===== config.mk =====
export PLATFORM = sky130hd
export DESIGN_NAME = sorted_priority_queue_core
export DESIGN_NICKNAME = d
export VERILOG_FILES = /design/src/hw/rtl/spq_pkg.sv /design/src/hw/rtl/spq_cell.sv /design/src/hw/rtl/sorted_priority_queue_core.sv
export SDC_FILE = /design/constraint.sdc
export NUM_CORES = 2
export LEC_CHECK = 0
export BUFFER_PORTS_ARGS = -buffer_cell sky130_fd_sc_hd__buf_2
export CORE_ASPECT_RATIO = 0.75
export CORE_UTILIZATION = 40
export CTS_BUF_LIST = sky130_fd_sc_hd__clkbuf_16
export DETAILED_ROUTE_END_ITERATION = 8
export REMOVE_ABC_BUFFERS = 1
export SLEW_MARGIN = 40
export SYNTH_ARGS = -nofsm -noshare
export SYNTH_HDL_FRONTEND = slang
export SYNTH_SLANG_ARGS = --single-unit
export TNS_END_PERCENT = 100

===== constraint.sdc =====
create_clock -name clk_i -period 12.9 [get_ports clk_i]
set_input_delay 0.645 -clock clk_i [delete_from_list [all_inputs] [get_ports clk_i]]
set_output_delay 0.645 -clock clk_i [all_outputs]
set_load 0.03 [all_outputs]

===== src/hw/rtl/spq_pkg.sv =====
`timescale 1ns / 1ps
// ----------------------------------------------------------------------------
// spq_pkg
// types and constants shared by the sorted priority queue core and its cells
// ----------------------------------------------------------------------------
package spq_pkg;

  localparam int unsigned ValueW  = 32;
  localparam int unsigned PrioW   = 8;
  localparam int unsigned StatusW = 2;
  localparam int unsigned OccW    = 5;

  // action codes
  localparam logic ActInsert = 1'b0;
  localparam logic ActRemove = 1'b1;

  // status codes
  localparam logic [StatusW-1:0] StInserted  = 2'd0;
  localparam logic [StatusW-1:0] StRemoved   = 2'd1;
  localparam logic [StatusW-1:0] StUnderflow = 2'd2;
  localparam logic [StatusW-1:0] StOverflow  = 2'd3;

  typedef struct packed {
    logic                     action;
    logic signed [ValueW-1:0] item_value;
    logic [PrioW-1:0]         item_priority;
  } spq_in_t;

  typedef struct packed {
    logic [StatusW-1:0]       status;
    logic signed [ValueW-1:0] removed_value;
    logic [PrioW-1:0]         removed_priority;
    logic [OccW-1:0]          occupancy;
  } spq_out_t;

  // per-cycle command broadcast to every cell
  typedef struct packed {
    logic ins;
    logic rem;
  } spq_cmd_t;

endpackage


===== src/hw/rtl/spq_cell.sv =====
`timescale 1ns / 1ps
// ----------------------------------------------------------------------------
// spq_cell
// one slot of the sorted chain: holds an entry, shifts right on insert,
// shifts left on remove
// ----------------------------------------------------------------------------
module spq_cell import spq_pkg::*; #(
  parameter int unsigned PRIO_W = 8
) (
  input  logic              clk_i,
  input  logic              rst_ni,
  input  spq_cmd_t          cmd_i,
  input  logic [ValueW-1:0] new_value_i,
  input  logic [PRIO_W-1:0] new_prio_i,
  // left neighbor (closer to the head)
  input  logic              left_valid_i,
  input  logic [ValueW-1:0] left_value_i,
  input  logic [PRIO_W-1:0] left_prio_i,
  input  logic              left_gt_i,
  // right neighbor (closer to the tail)
  input  logic              right_valid_i,
  input  logic [ValueW-1:0] right_value_i,
  input  logic [PRIO_W-1:0] right_prio_i,
  // own contents
  output logic              valid_o,
  output logic [ValueW-1:0] value_o,
  output logic [PRIO_W-1:0] prio_o,
  output logic              gt_o
);

  logic              valid_d, valid_q;
  logic [ValueW-1:0] value_d, value_q;
  logic [PRIO_W-1:0] prio_d, prio_q;

  // empty slot counts as greater than anything
  assign gt_o = !valid_q || (prio_q > new_prio_i);

  always_comb begin
    valid_d = valid_q;
    value_d = value_q;
    prio_d  = prio_q;
    if (cmd_i.ins) begin
      if (left_gt_i) begin
        valid_d = left_valid_i;
        value_d = left_value_i;
        prio_d  = left_prio_i;
      end else if (gt_o) begin
        valid_d = 1'b1;
        value_d = new_value_i;
        prio_d  = new_prio_i;
      end
    end else if (cmd_i.rem) begin
      valid_d = right_valid_i;
      value_d = right_value_i;
      prio_d  = right_prio_i;
    end
  end

  always_ff @(posedge clk_i or negedge rst_ni) begin
    if (!rst_ni) begin
      valid_q <= 1'b0;
    end else begin
      valid_q <= valid_d;
    end
  end

  always_ff @(posedge clk_i) begin
    value_q <= value_d;
    prio_q  <= prio_d;
  end

  assign valid_o = valid_q;
  assign value_o = value_q;
  assign prio_o  = prio_q;

endmodule


===== src/hw/rtl/sorted_priority_queue_core.sv =====
`timescale 1ns / 1ps
// ----------------------------------------------------------------------------
// sorted_priority_queue_core
// bounded min-first priority queue built as a systolic chain of sorted cells
// ----------------------------------------------------------------------------
// result: registered, valid in the cycle after its input transaction is accepted
// throughput: one transaction per cycle unless a waiting result stalls input, set by the cell shift
//   (every cell compares against the broadcast priority, and cells move at most one slot)
// a waiting result stalls input only while out_ready_i is low
// reset: asynchronous, clears every cell valid bit, the count and the output valid flag
module sorted_priority_queue_core import spq_pkg::*; #(
  parameter int unsigned QUEUE_DEPTH   = 16,
  parameter int unsigned PRIORITY_BITS = 8
) (
  input  logic     clk_i,
  input  logic     rst_ni,
  input  logic     in_valid_i,
  output logic     in_ready_o,
  input  spq_in_t  in_data_i,
  output logic     out_valid_o,
  input  logic     out_ready_i,
  output spq_out_t out_data_o
);

  // stored priority width: input field is only PrioW bits wide
  localparam int unsigned StoreW = (PRIORITY_BITS < PrioW) ? PRIORITY_BITS : PrioW;
  localparam int unsigned CntW   = $clog2(QUEUE_DEPTH + 1);

  logic              accept;
  logic              full, empty;
  spq_cmd_t          cmd;
  logic [StoreW-1:0] new_prio;

  // chain wiring, one element per cell
  logic              cell_valid [QUEUE_DEPTH];
  logic [ValueW-1:0] cell_value [QUEUE_DEPTH];
  logic [StoreW-1:0] cell_prio  [QUEUE_DEPTH];
  logic              cell_gt    [QUEUE_DEPTH];

  logic [CntW-1:0]   count_d, count_q;
  logic              out_valid_d, out_valid_q;
  spq_out_t          out_d, out_q;

  // output register frees up in the same cycle it is taken
  assign in_ready_o = !out_valid_q || out_ready_i;
  assign accept     = in_valid_i && in_ready_o;

  assign full  = (count_q == CntW'(QUEUE_DEPTH));
  assign empty = (count_q == '0);

  // priority masked to its configured width
  assign new_prio = in_data_i.item_priority[StoreW-1:0];

  // commands only fire when they change the contents
  assign cmd.ins = accept && (in_data_i.action == ActInsert) && !full;
  assign cmd.rem = accept && (in_data_i.action == ActRemove) && !empty;

  for (genvar g = 0; g < QUEUE_DEPTH; g++) begin : g_cell
    logic              left_valid, left_gt, right_valid;
    logic [ValueW-1:0] left_value, right_value;
    logic [StoreW-1:0] left_prio, right_prio;

    if (g == 0) begin : g_head
      // nothing to the left of the head: new entry always fits here if greater
      assign left_valid = 1'b0;
      assign left_value = '0;
      assign left_prio  = '0;
      assign left_gt    = 1'b0;
    end else begin : g_mid
      assign left_valid = cell_valid[g-1];
      assign left_value = cell_value[g-1];
      assign left_prio  = cell_prio[g-1];
      assign left_gt    = cell_gt[g-1];
    end

    if (g == QUEUE_DEPTH - 1) begin : g_tail
      // vacated tail slot is cleared to zero
      assign right_valid = 1'b0;
      assign right_value = '0;
      assign right_prio  = '0;
    end else begin : g_body
      assign right_valid = cell_valid[g+1];
      assign right_value = cell_value[g+1];
      assign right_prio  = cell_prio[g+1];
    end

    spq_cell #(
      .PRIO_W (StoreW)
    ) u_cell (
      .clk_i         (clk_i),
      .rst_ni        (rst_ni),
      .cmd_i         (cmd),
      .new_value_i   (in_data_i.item_value),
      .new_prio_i    (new_prio),
      .left_valid_i  (left_valid),
      .left_value_i  (left_value),
      .left_prio_i   (left_prio),
      .left_gt_i     (left_gt),
      .right_valid_i (right_valid),
      .right_value_i (right_value),
      .right_prio_i  (right_prio),
      .valid_o       (cell_valid[g]),
      .value_o       (cell_value[g]),
      .prio_o        (cell_prio[g]),
      .gt_o          (cell_gt[g])
    );
  end

  // entry count and result for the accepted transaction
  always_comb begin
    count_d     = count_q;
    out_valid_d = out_valid_q;
    out_d       = out_q;
    if (out_valid_q && out_ready_i) begin
      out_valid_d = 1'b0;
    end
    if (accept) begin
      out_valid_d            = 1'b1;
      out_d.removed_value    = '0;
      out_d.removed_priority = '0;
      if (in_data_i.action == ActInsert) begin
        if (full) begin
          out_d.status = StOverflow;
        end else begin
          out_d.status = StInserted;
          count_d      = count_q + CntW'(1);
        end
      end else begin
        if (empty) begin
          out_d.status = StUnderflow;
        end else begin
          // head cell holds the smallest, oldest entry
          out_d.status           = StRemoved;
          out_d.removed_value    = cell_value[0];
          out_d.removed_priority = PrioW'(cell_prio[0]);
          count_d                = count_q - CntW'(1);
        end
      end
      out_d.occupancy = OccW'(count_d);
    end
  end

  always_ff @(posedge clk_i or negedge rst_ni) begin
    if (!rst_ni) begin
      count_q     <= '0;
      out_valid_q <= 1'b0;
    end else begin
      count_q     <= count_d;
      out_valid_q <= out_valid_d;
    end
  end

  always_ff @(posedge clk_i) begin
    out_q <= out_d;
  end

  assign out_valid_o = out_valid_q;
  assign out_data_o  = out_q;

endmodule


Yosys cells after proc, flatten, opt, wreduce, memory -nomap -nowiden
Index checks and enable logic that the tools add are counted.

Memories kept: 0. ROM bits: 0. Word-level logic and storage cells: 349. Output and inout bits: 49. RAM bits: 0. Bits of input ports: 45. Bits in latches: 0. Flip-flop bits (word level): 709.

Magnitude comparators: 16. Equal/unequal tests: 17. Bitwise logic cells: 1. $add $sub $neg: 2. $mul: 0. Divide/modulo/power cells: 0. Shifts and indexed selects: 0. Reduce and logical (&&, ||, !) cells: 62. Mux-type cells: 197.

Operators by type and width (count): 2-to-1 mux 32 bit (63); 2-to-1 mux 8 bit (63); > comparator 8 bit (16); 2-to-1 mux 1 bit (65); != test 3 x 1 -> 1 bit, second input constant (15); AND reduction 2 bit (16); logical NOT 1 bit (19); logical OR 1 bit (17); 2-to-1 mux 5 bit (3); logical AND 1 bit (6); 2-to-1 mux 2 bit (3); adder 5 x 1 -> 5 bit, second input constant (1); == test 5 bit, second input constant (1); logical NOT 5 bit (1); subtractor 5 x 1 -> 5 bit, second input constant (1); nonzero test 2 bit (2); != test 2 x 1 -> 1 bit, second input constant (1); OR reduction 2 bit (1); inverter 1 bit (1).

Depth between registers and ports, before layout
Depth in word-level cells: 7. Depth in mapped cells: 10. Depth with buffers taken out: 7.

Modules after synthesis
A second synthesis with hierarchy kept.

Cells, all modules: 3540. Area, all modules: 40040.9 um^2.

By module, submodules not included: spq_cell (cells each 211, seq. area each 1226.2 um^2, area an instance 2361.0 um^2, times used 16); sorted_priority_queue_core (cells each 164, seq. area each 1561.5 um^2, area an instance 2264.7 um^2, times used 1).

Worst setup path after synthesis
Ideal clock, no wire load.

Kind: input-to-reg. Start: input in_data_i[7] in the netlist's numbering. End: register g_cell[1].u_cell.prio_q[0], enable pin. Slack: 8.028 ns. Data required time: 12.438 ns. Setup time: 0.462 ns. Stages on the path: 9. Buffers on the path: 2. Arrival: 4.410 ns. Path through: inv_1 > ha_1 > nand3_1 > and4b_1 > clkbuf_1 > nor2_1 > clkbuf_1 > nor2_1 > a31oi_1.

Longest elaborated chain between the ends: 4. Elaborated cells on any way between the ends: 6. Classes of those cells: order compare (2); eq/ne (1); reduce/logical (3).

Ends and longest elaborated chain: start, declared (line sorted_priority_queue_core.sv:19) `input spq_in_t in_data_i,`; > comparator 8 bit (line spq_cell.sv:36) `assign gt_o = !valid_q || (prio_q > new_prio_i);`; logical OR 1 bit (line spq_cell.sv:36); != test 3 x 1 -> 1 bit (no source line) *; AND reduction 2 bit (no source line) *; end signal, assigned (line spq_cell.sv:69) `prio_q <= prio_d;`; end, declared (line spq_cell.sv:33) `logic [PRIO_W-1:0] prio_d, prio_q;`.

Mark *: on every way between the ends. The rest lies on a longest branch, timed or not. A chain may end at the register's enable or synchronous reset.

Worst setup path after layout
Start: register count_q[0]. End: register g_cell[14].u_cell.value_q[9] (data pin).

Longest elaborated chain between the ends: 4.

Ends and longest elaborated chain: start, declared (line sorted_priority_queue_core.sv:40) `logic [CntW-1:0] count_d, count_q;`; start signal, assigned (line sorted_priority_queue_core.sv:148) `count_q <= count_d;`; == test 5 bit (line sorted_priority_queue_core.sv:48) `assign full = (count_q == CntW'(QUEUE_DEPTH));`; logical NOT 1 bit (line sorted_priority_queue_core.sv:55) `assign cmd.ins = accept && (in_data_i.action == ActInsert) && !full;`; logical AND 1 bit (line sorted_priority_queue_core.sv:55); 2-to-1 mux 32 bit (line spq_cell.sv:42) `if (cmd_i.ins) begin`; named net g_cell[14].u_cell.value_d[9] (line spq_cell.sv:32) `logic [ValueW-1:0] value_d, value_q;`; end signal, assigned (line spq_cell.sv:68) `value_q <= value_d;`; end, declared (line spq_cell.sv:32).

The timed path passes the listed nets, and every way through them passes these cells.

==> results.sh <==
export IMPL_vias=32400
export IMPL_timing_slew_headroom_pct=42.7
export IMPL_ios=94
export IMPL_post_route_drc_count=0
export IMPL_p_sw_share_pct=29.8
export IMPL_slew_violations=0
export IMPL_synthArstFlopShare_pct=3.10
export IMPL_core_area_um2=97600
export IMPL_finalSetupViolations=0
export IMPL_gp_congestion=0.890
export IMPL_path_clk_slew_ps=60
export IMPL_yosysWarnings=0
export IMPL_grt_pass1_wl_um=208000
export IMPL_syn2layout_area_growth_pct=9.37
export IMPL_grt_pass1_vias=30700
export IMPL_maxCapViolations=0
export IMPL_power_leakage_uw=0.0149
export IMPL_die_w_um=365
export IMPL_cts_tree="yes"
export IMPL_hpwlAfterDp_um=81600
export IMPL_ant_nets=0
export IMPL_nets=3590
export IMPL_synth_top_area_share_pct=52.2
export IMPL_switching_power_uw=1910
export IMPL_finalCritPeriodShare_pct=40.2
export IMPL_p_per_area_nw_per_um2=148
export IMPL_period_minus_slack_ps=5180
export IMPL_routed_wl_um=139000
export IMPL_p_int_uw=4490
export IMPL_die_h_um=274
export IMPL_synth_edf_count=687
export IMPL_clk_path_buf_depth=3
export IMPL_yosysMostFrequentCell="edfxtp_1"
export IMPL_firstDrtPassIters=6
export IMPL_row_count=99
export IMPL_placed_area_um2=40800
export IMPL_via_per_inst=6.78
export IMPL_worst_setup_path_start_kind="flip-flop"
export IMPL_ys_ff_latch=709
export IMPL_ys_types=59
export IMPL_worst_pin_slew_ps=852
export IMPL_antenna_found_initial=2
export IMPL_cts_hold_buf=0
export IMPL_drive_gt1_share_pct=10.3
export IMPL_synth_area_leaders="edfxtp_1 (52%), o2111ai_1 (8.0%), o211ai_1 (6.9%)"
export IMPL_htree_levels=3
export IMPL_clkPwrFrac_pct=34.0
export IMPL_yosysTopAreaCell="edfxtp_1"
export IMPL_postLayoutCellArea_um2=43200
export IMPL_p_comb_share_pct=17.0
export IMPL_cp_max_fo=80
export IMPL_grt_max_degree=172
export IMPL_rsz0062_at_grt="false"
export IMPL_arrival_ps=5620
export IMPL_required_ps=13340
export IMPL_finClkSkew_ps=33.1
export IMPL_r2r_start="count_q[0]"
export IMPL_synth_ff_type="edfxtp_1"
export IMPL_dieArea_um2=100000
export IMPL_numCtsBuffers=79
export IMPL_crit_path_end_kind="flip-flop"
export IMPL_holdCritPathClass="in -> async"
export IMPL_insertion_delay_ps=650
export IMPL_ys_seq_area_share_pct=53.6
export IMPL_fmax_mhz=193
export IMPL_root_buffer="clkbuf_16"
export IMPL_worst_r2r_endpoint="g_cell[14].u_cell.value_o[9]"
export IMPL_ir_drop_mv=0.0992
export IMPL_r2r_slack_ps=7720
export IMPL_crit_type="reg -> reg"
export IMPL_cts_resized=0
export IMPL_clock_sinks=709
export IMPL_syn_avg_cell_area_um2=11.1
export IMPL_drt_initial_drc_count=4693
export IMPL_power_frac_seq_pct=49.0
export IMPL_worstRegToRegCells=9
export IMPL_status="complete, no violations"
export IMPL_p_total_uw=6400
export IMPL_grt_usage_pct=27.4
export IMPL_netlist_area_um2=39500
export IMPL_timing_hold_violations_final=0
export IMPL_cts_setup_buffers=0
export IMPL_grt_ovfl_total=0
export IMPL_initial_core_util_pct=40.5
export IMPL_syn_inst=3555
export IMPL_netlist_top_cells_count="edfxtp_1 (687), nand2_1 (526), o211ai_1 (365)"
export IMPL_wl_per_cell_um=29.1
export IMPL_portBuffers=93
[area by class of cell]
| type | count | area (um^2) |
|---|---|---|
| clock inverter | 55 | 344 |
| sequential | 709 | 21200 |
| clock buffer | 81 | 2030 |
| multi-input combinational | 2321 | 16300 |
| tap | 1313 | 1640 |
| timing repair buffer | 188 | 1300 |
| antenna | 4 | 10.0 |
| inverter | 116 | 435 |
| fill | 9145 | 54400 |
[per-layer routing]
metal | track usage [%] | share of wire (%) | vias to the layer above
met1 | 41.6 | 45 | 16100
met4 | 7.56 | 2.5 | 0
met3 | 8.13 | 13 | 218
met5 | 0 | 0 | -
met2 | 37.2 | 40 | 2139
li1 | - | - | 14000
[sequential cells by signal, indices dropped and copies added, names as in the netlist]
| name | count |
|---|---|
| g_cell.u_cell.value_o | 512 |
| g_cell.u_cell.valid_o | 16 |
| out_data_o | 47 |
| out_valid_o | 1 |
| g_cell.u_cell.prio_o | 128 |
| count_q | 5 |
[worst max-delay path: stages (launching register included)]
cell and delay (ps):
dfrtp_1 440, inv_1 120, ha_1 250, or3b_4 290
o2111a_4 600, buf_4 580, buf_4 650, buf_4 760
nand2_1 740, o211ai_1 410
[power by group through the flow]
| stage | Combinational (uW) | Clock [uW] | Sequential (uW) |
|---|---|---|---|
| 6_report | 1090 | 2180 | 3140 |
| 4_1_cts | 1070 | 2190 | 3120 |
| 3_5_place_dp | 1070 | 0 | 3170 |
| 5_1_grt | 1190 | 2270 | 3160 |
| 3_3_place_gp | 1040 | 0 | 3160 |
| 2_1_floorplan | 752 | 0 | 3140 |
[kinds of logic (layout without fill, tap and decap cells)]
| family | Yosys count | count (layout) | share of synthesized area (%) |
|---|---|---|---|
| compound gates | 1130 | 1130 | 22.8 |
| xor+xnor | 3 | 3 | 0.0665 |
| fa+ha+maj | 130 | 130 | 4.12 |
| buf+inv | 525 | 440 | 6.43 |
| flops | 709 | 709 | 53.6 |
| mux | 58 | 58 | 1.48 |
| other cells | 0 | 4 | 0 |
| simple gates | 1000 | 1000 | 11.5 |
[how the worst max path moves through the flow]
stage / from / to / cells after the start
after detailed placement: count_q[0] / g_cell[14].u_cell.value_o[9] / 9
after global routing: count_q[0] / g_cell[14].u_cell.value_o[9] / 9
after global placement: out_ready_i / g_cell[14].u_cell.value_o[9] / 8
after CTS: count_q[0] / g_cell[14].u_cell.value_o[9] / 9
after floorplan: out_ready_i / g_cell[6].u_cell.prio_o[0] / 3
final: count_q[0] / g_cell[14].u_cell.value_o[9] / 9
[placed cells by master (no fill, tap or decap), types with 9 or more instances in the layout]
cell and instances:
nand4_1 99, o21ai_0 39, ha_1 130, and4_1 14
nor2_1 168, a31oi_1 39, a21boi_4 9, o2111ai_1 362
a211oi_1 10, a21o_1 9, o221ai_1 89, nand2_1 526
a21oi_1 29, mux2i_1 54, buf_2 93, inv_1 138
nand2_2 10, clkinv_1 16, dfrtp_1 22, edfxtp_1 687
buf_4 82, clkbuf_16 81, nor2b_1 27, nand3b_1 41
nand3_1 54, a221oi_1 116, and2_1 42, o211ai_1 365
[per-stage QoR]
step | worst slack [ps] | util [%] | setup TNS, ps | std cells | hold WS [ps]
finish | 7720 | 44.3 | 0 | 4787 | 30.4
global route | 7470 | 44.3 | 0 | 4785 | 60.5
CTS | 7930 | 44.2 | 0 | 4782 | 38.7
detailed placement | 7970 | 41.8 | 0 | 4646 | 528
global placement | 8050 | 41.7 | 0 | 4643 | 521
floorplan | -11670 | - | -5959160 | 3146 | 349
No activity file was read; power rests on OpenSTA's default activity.
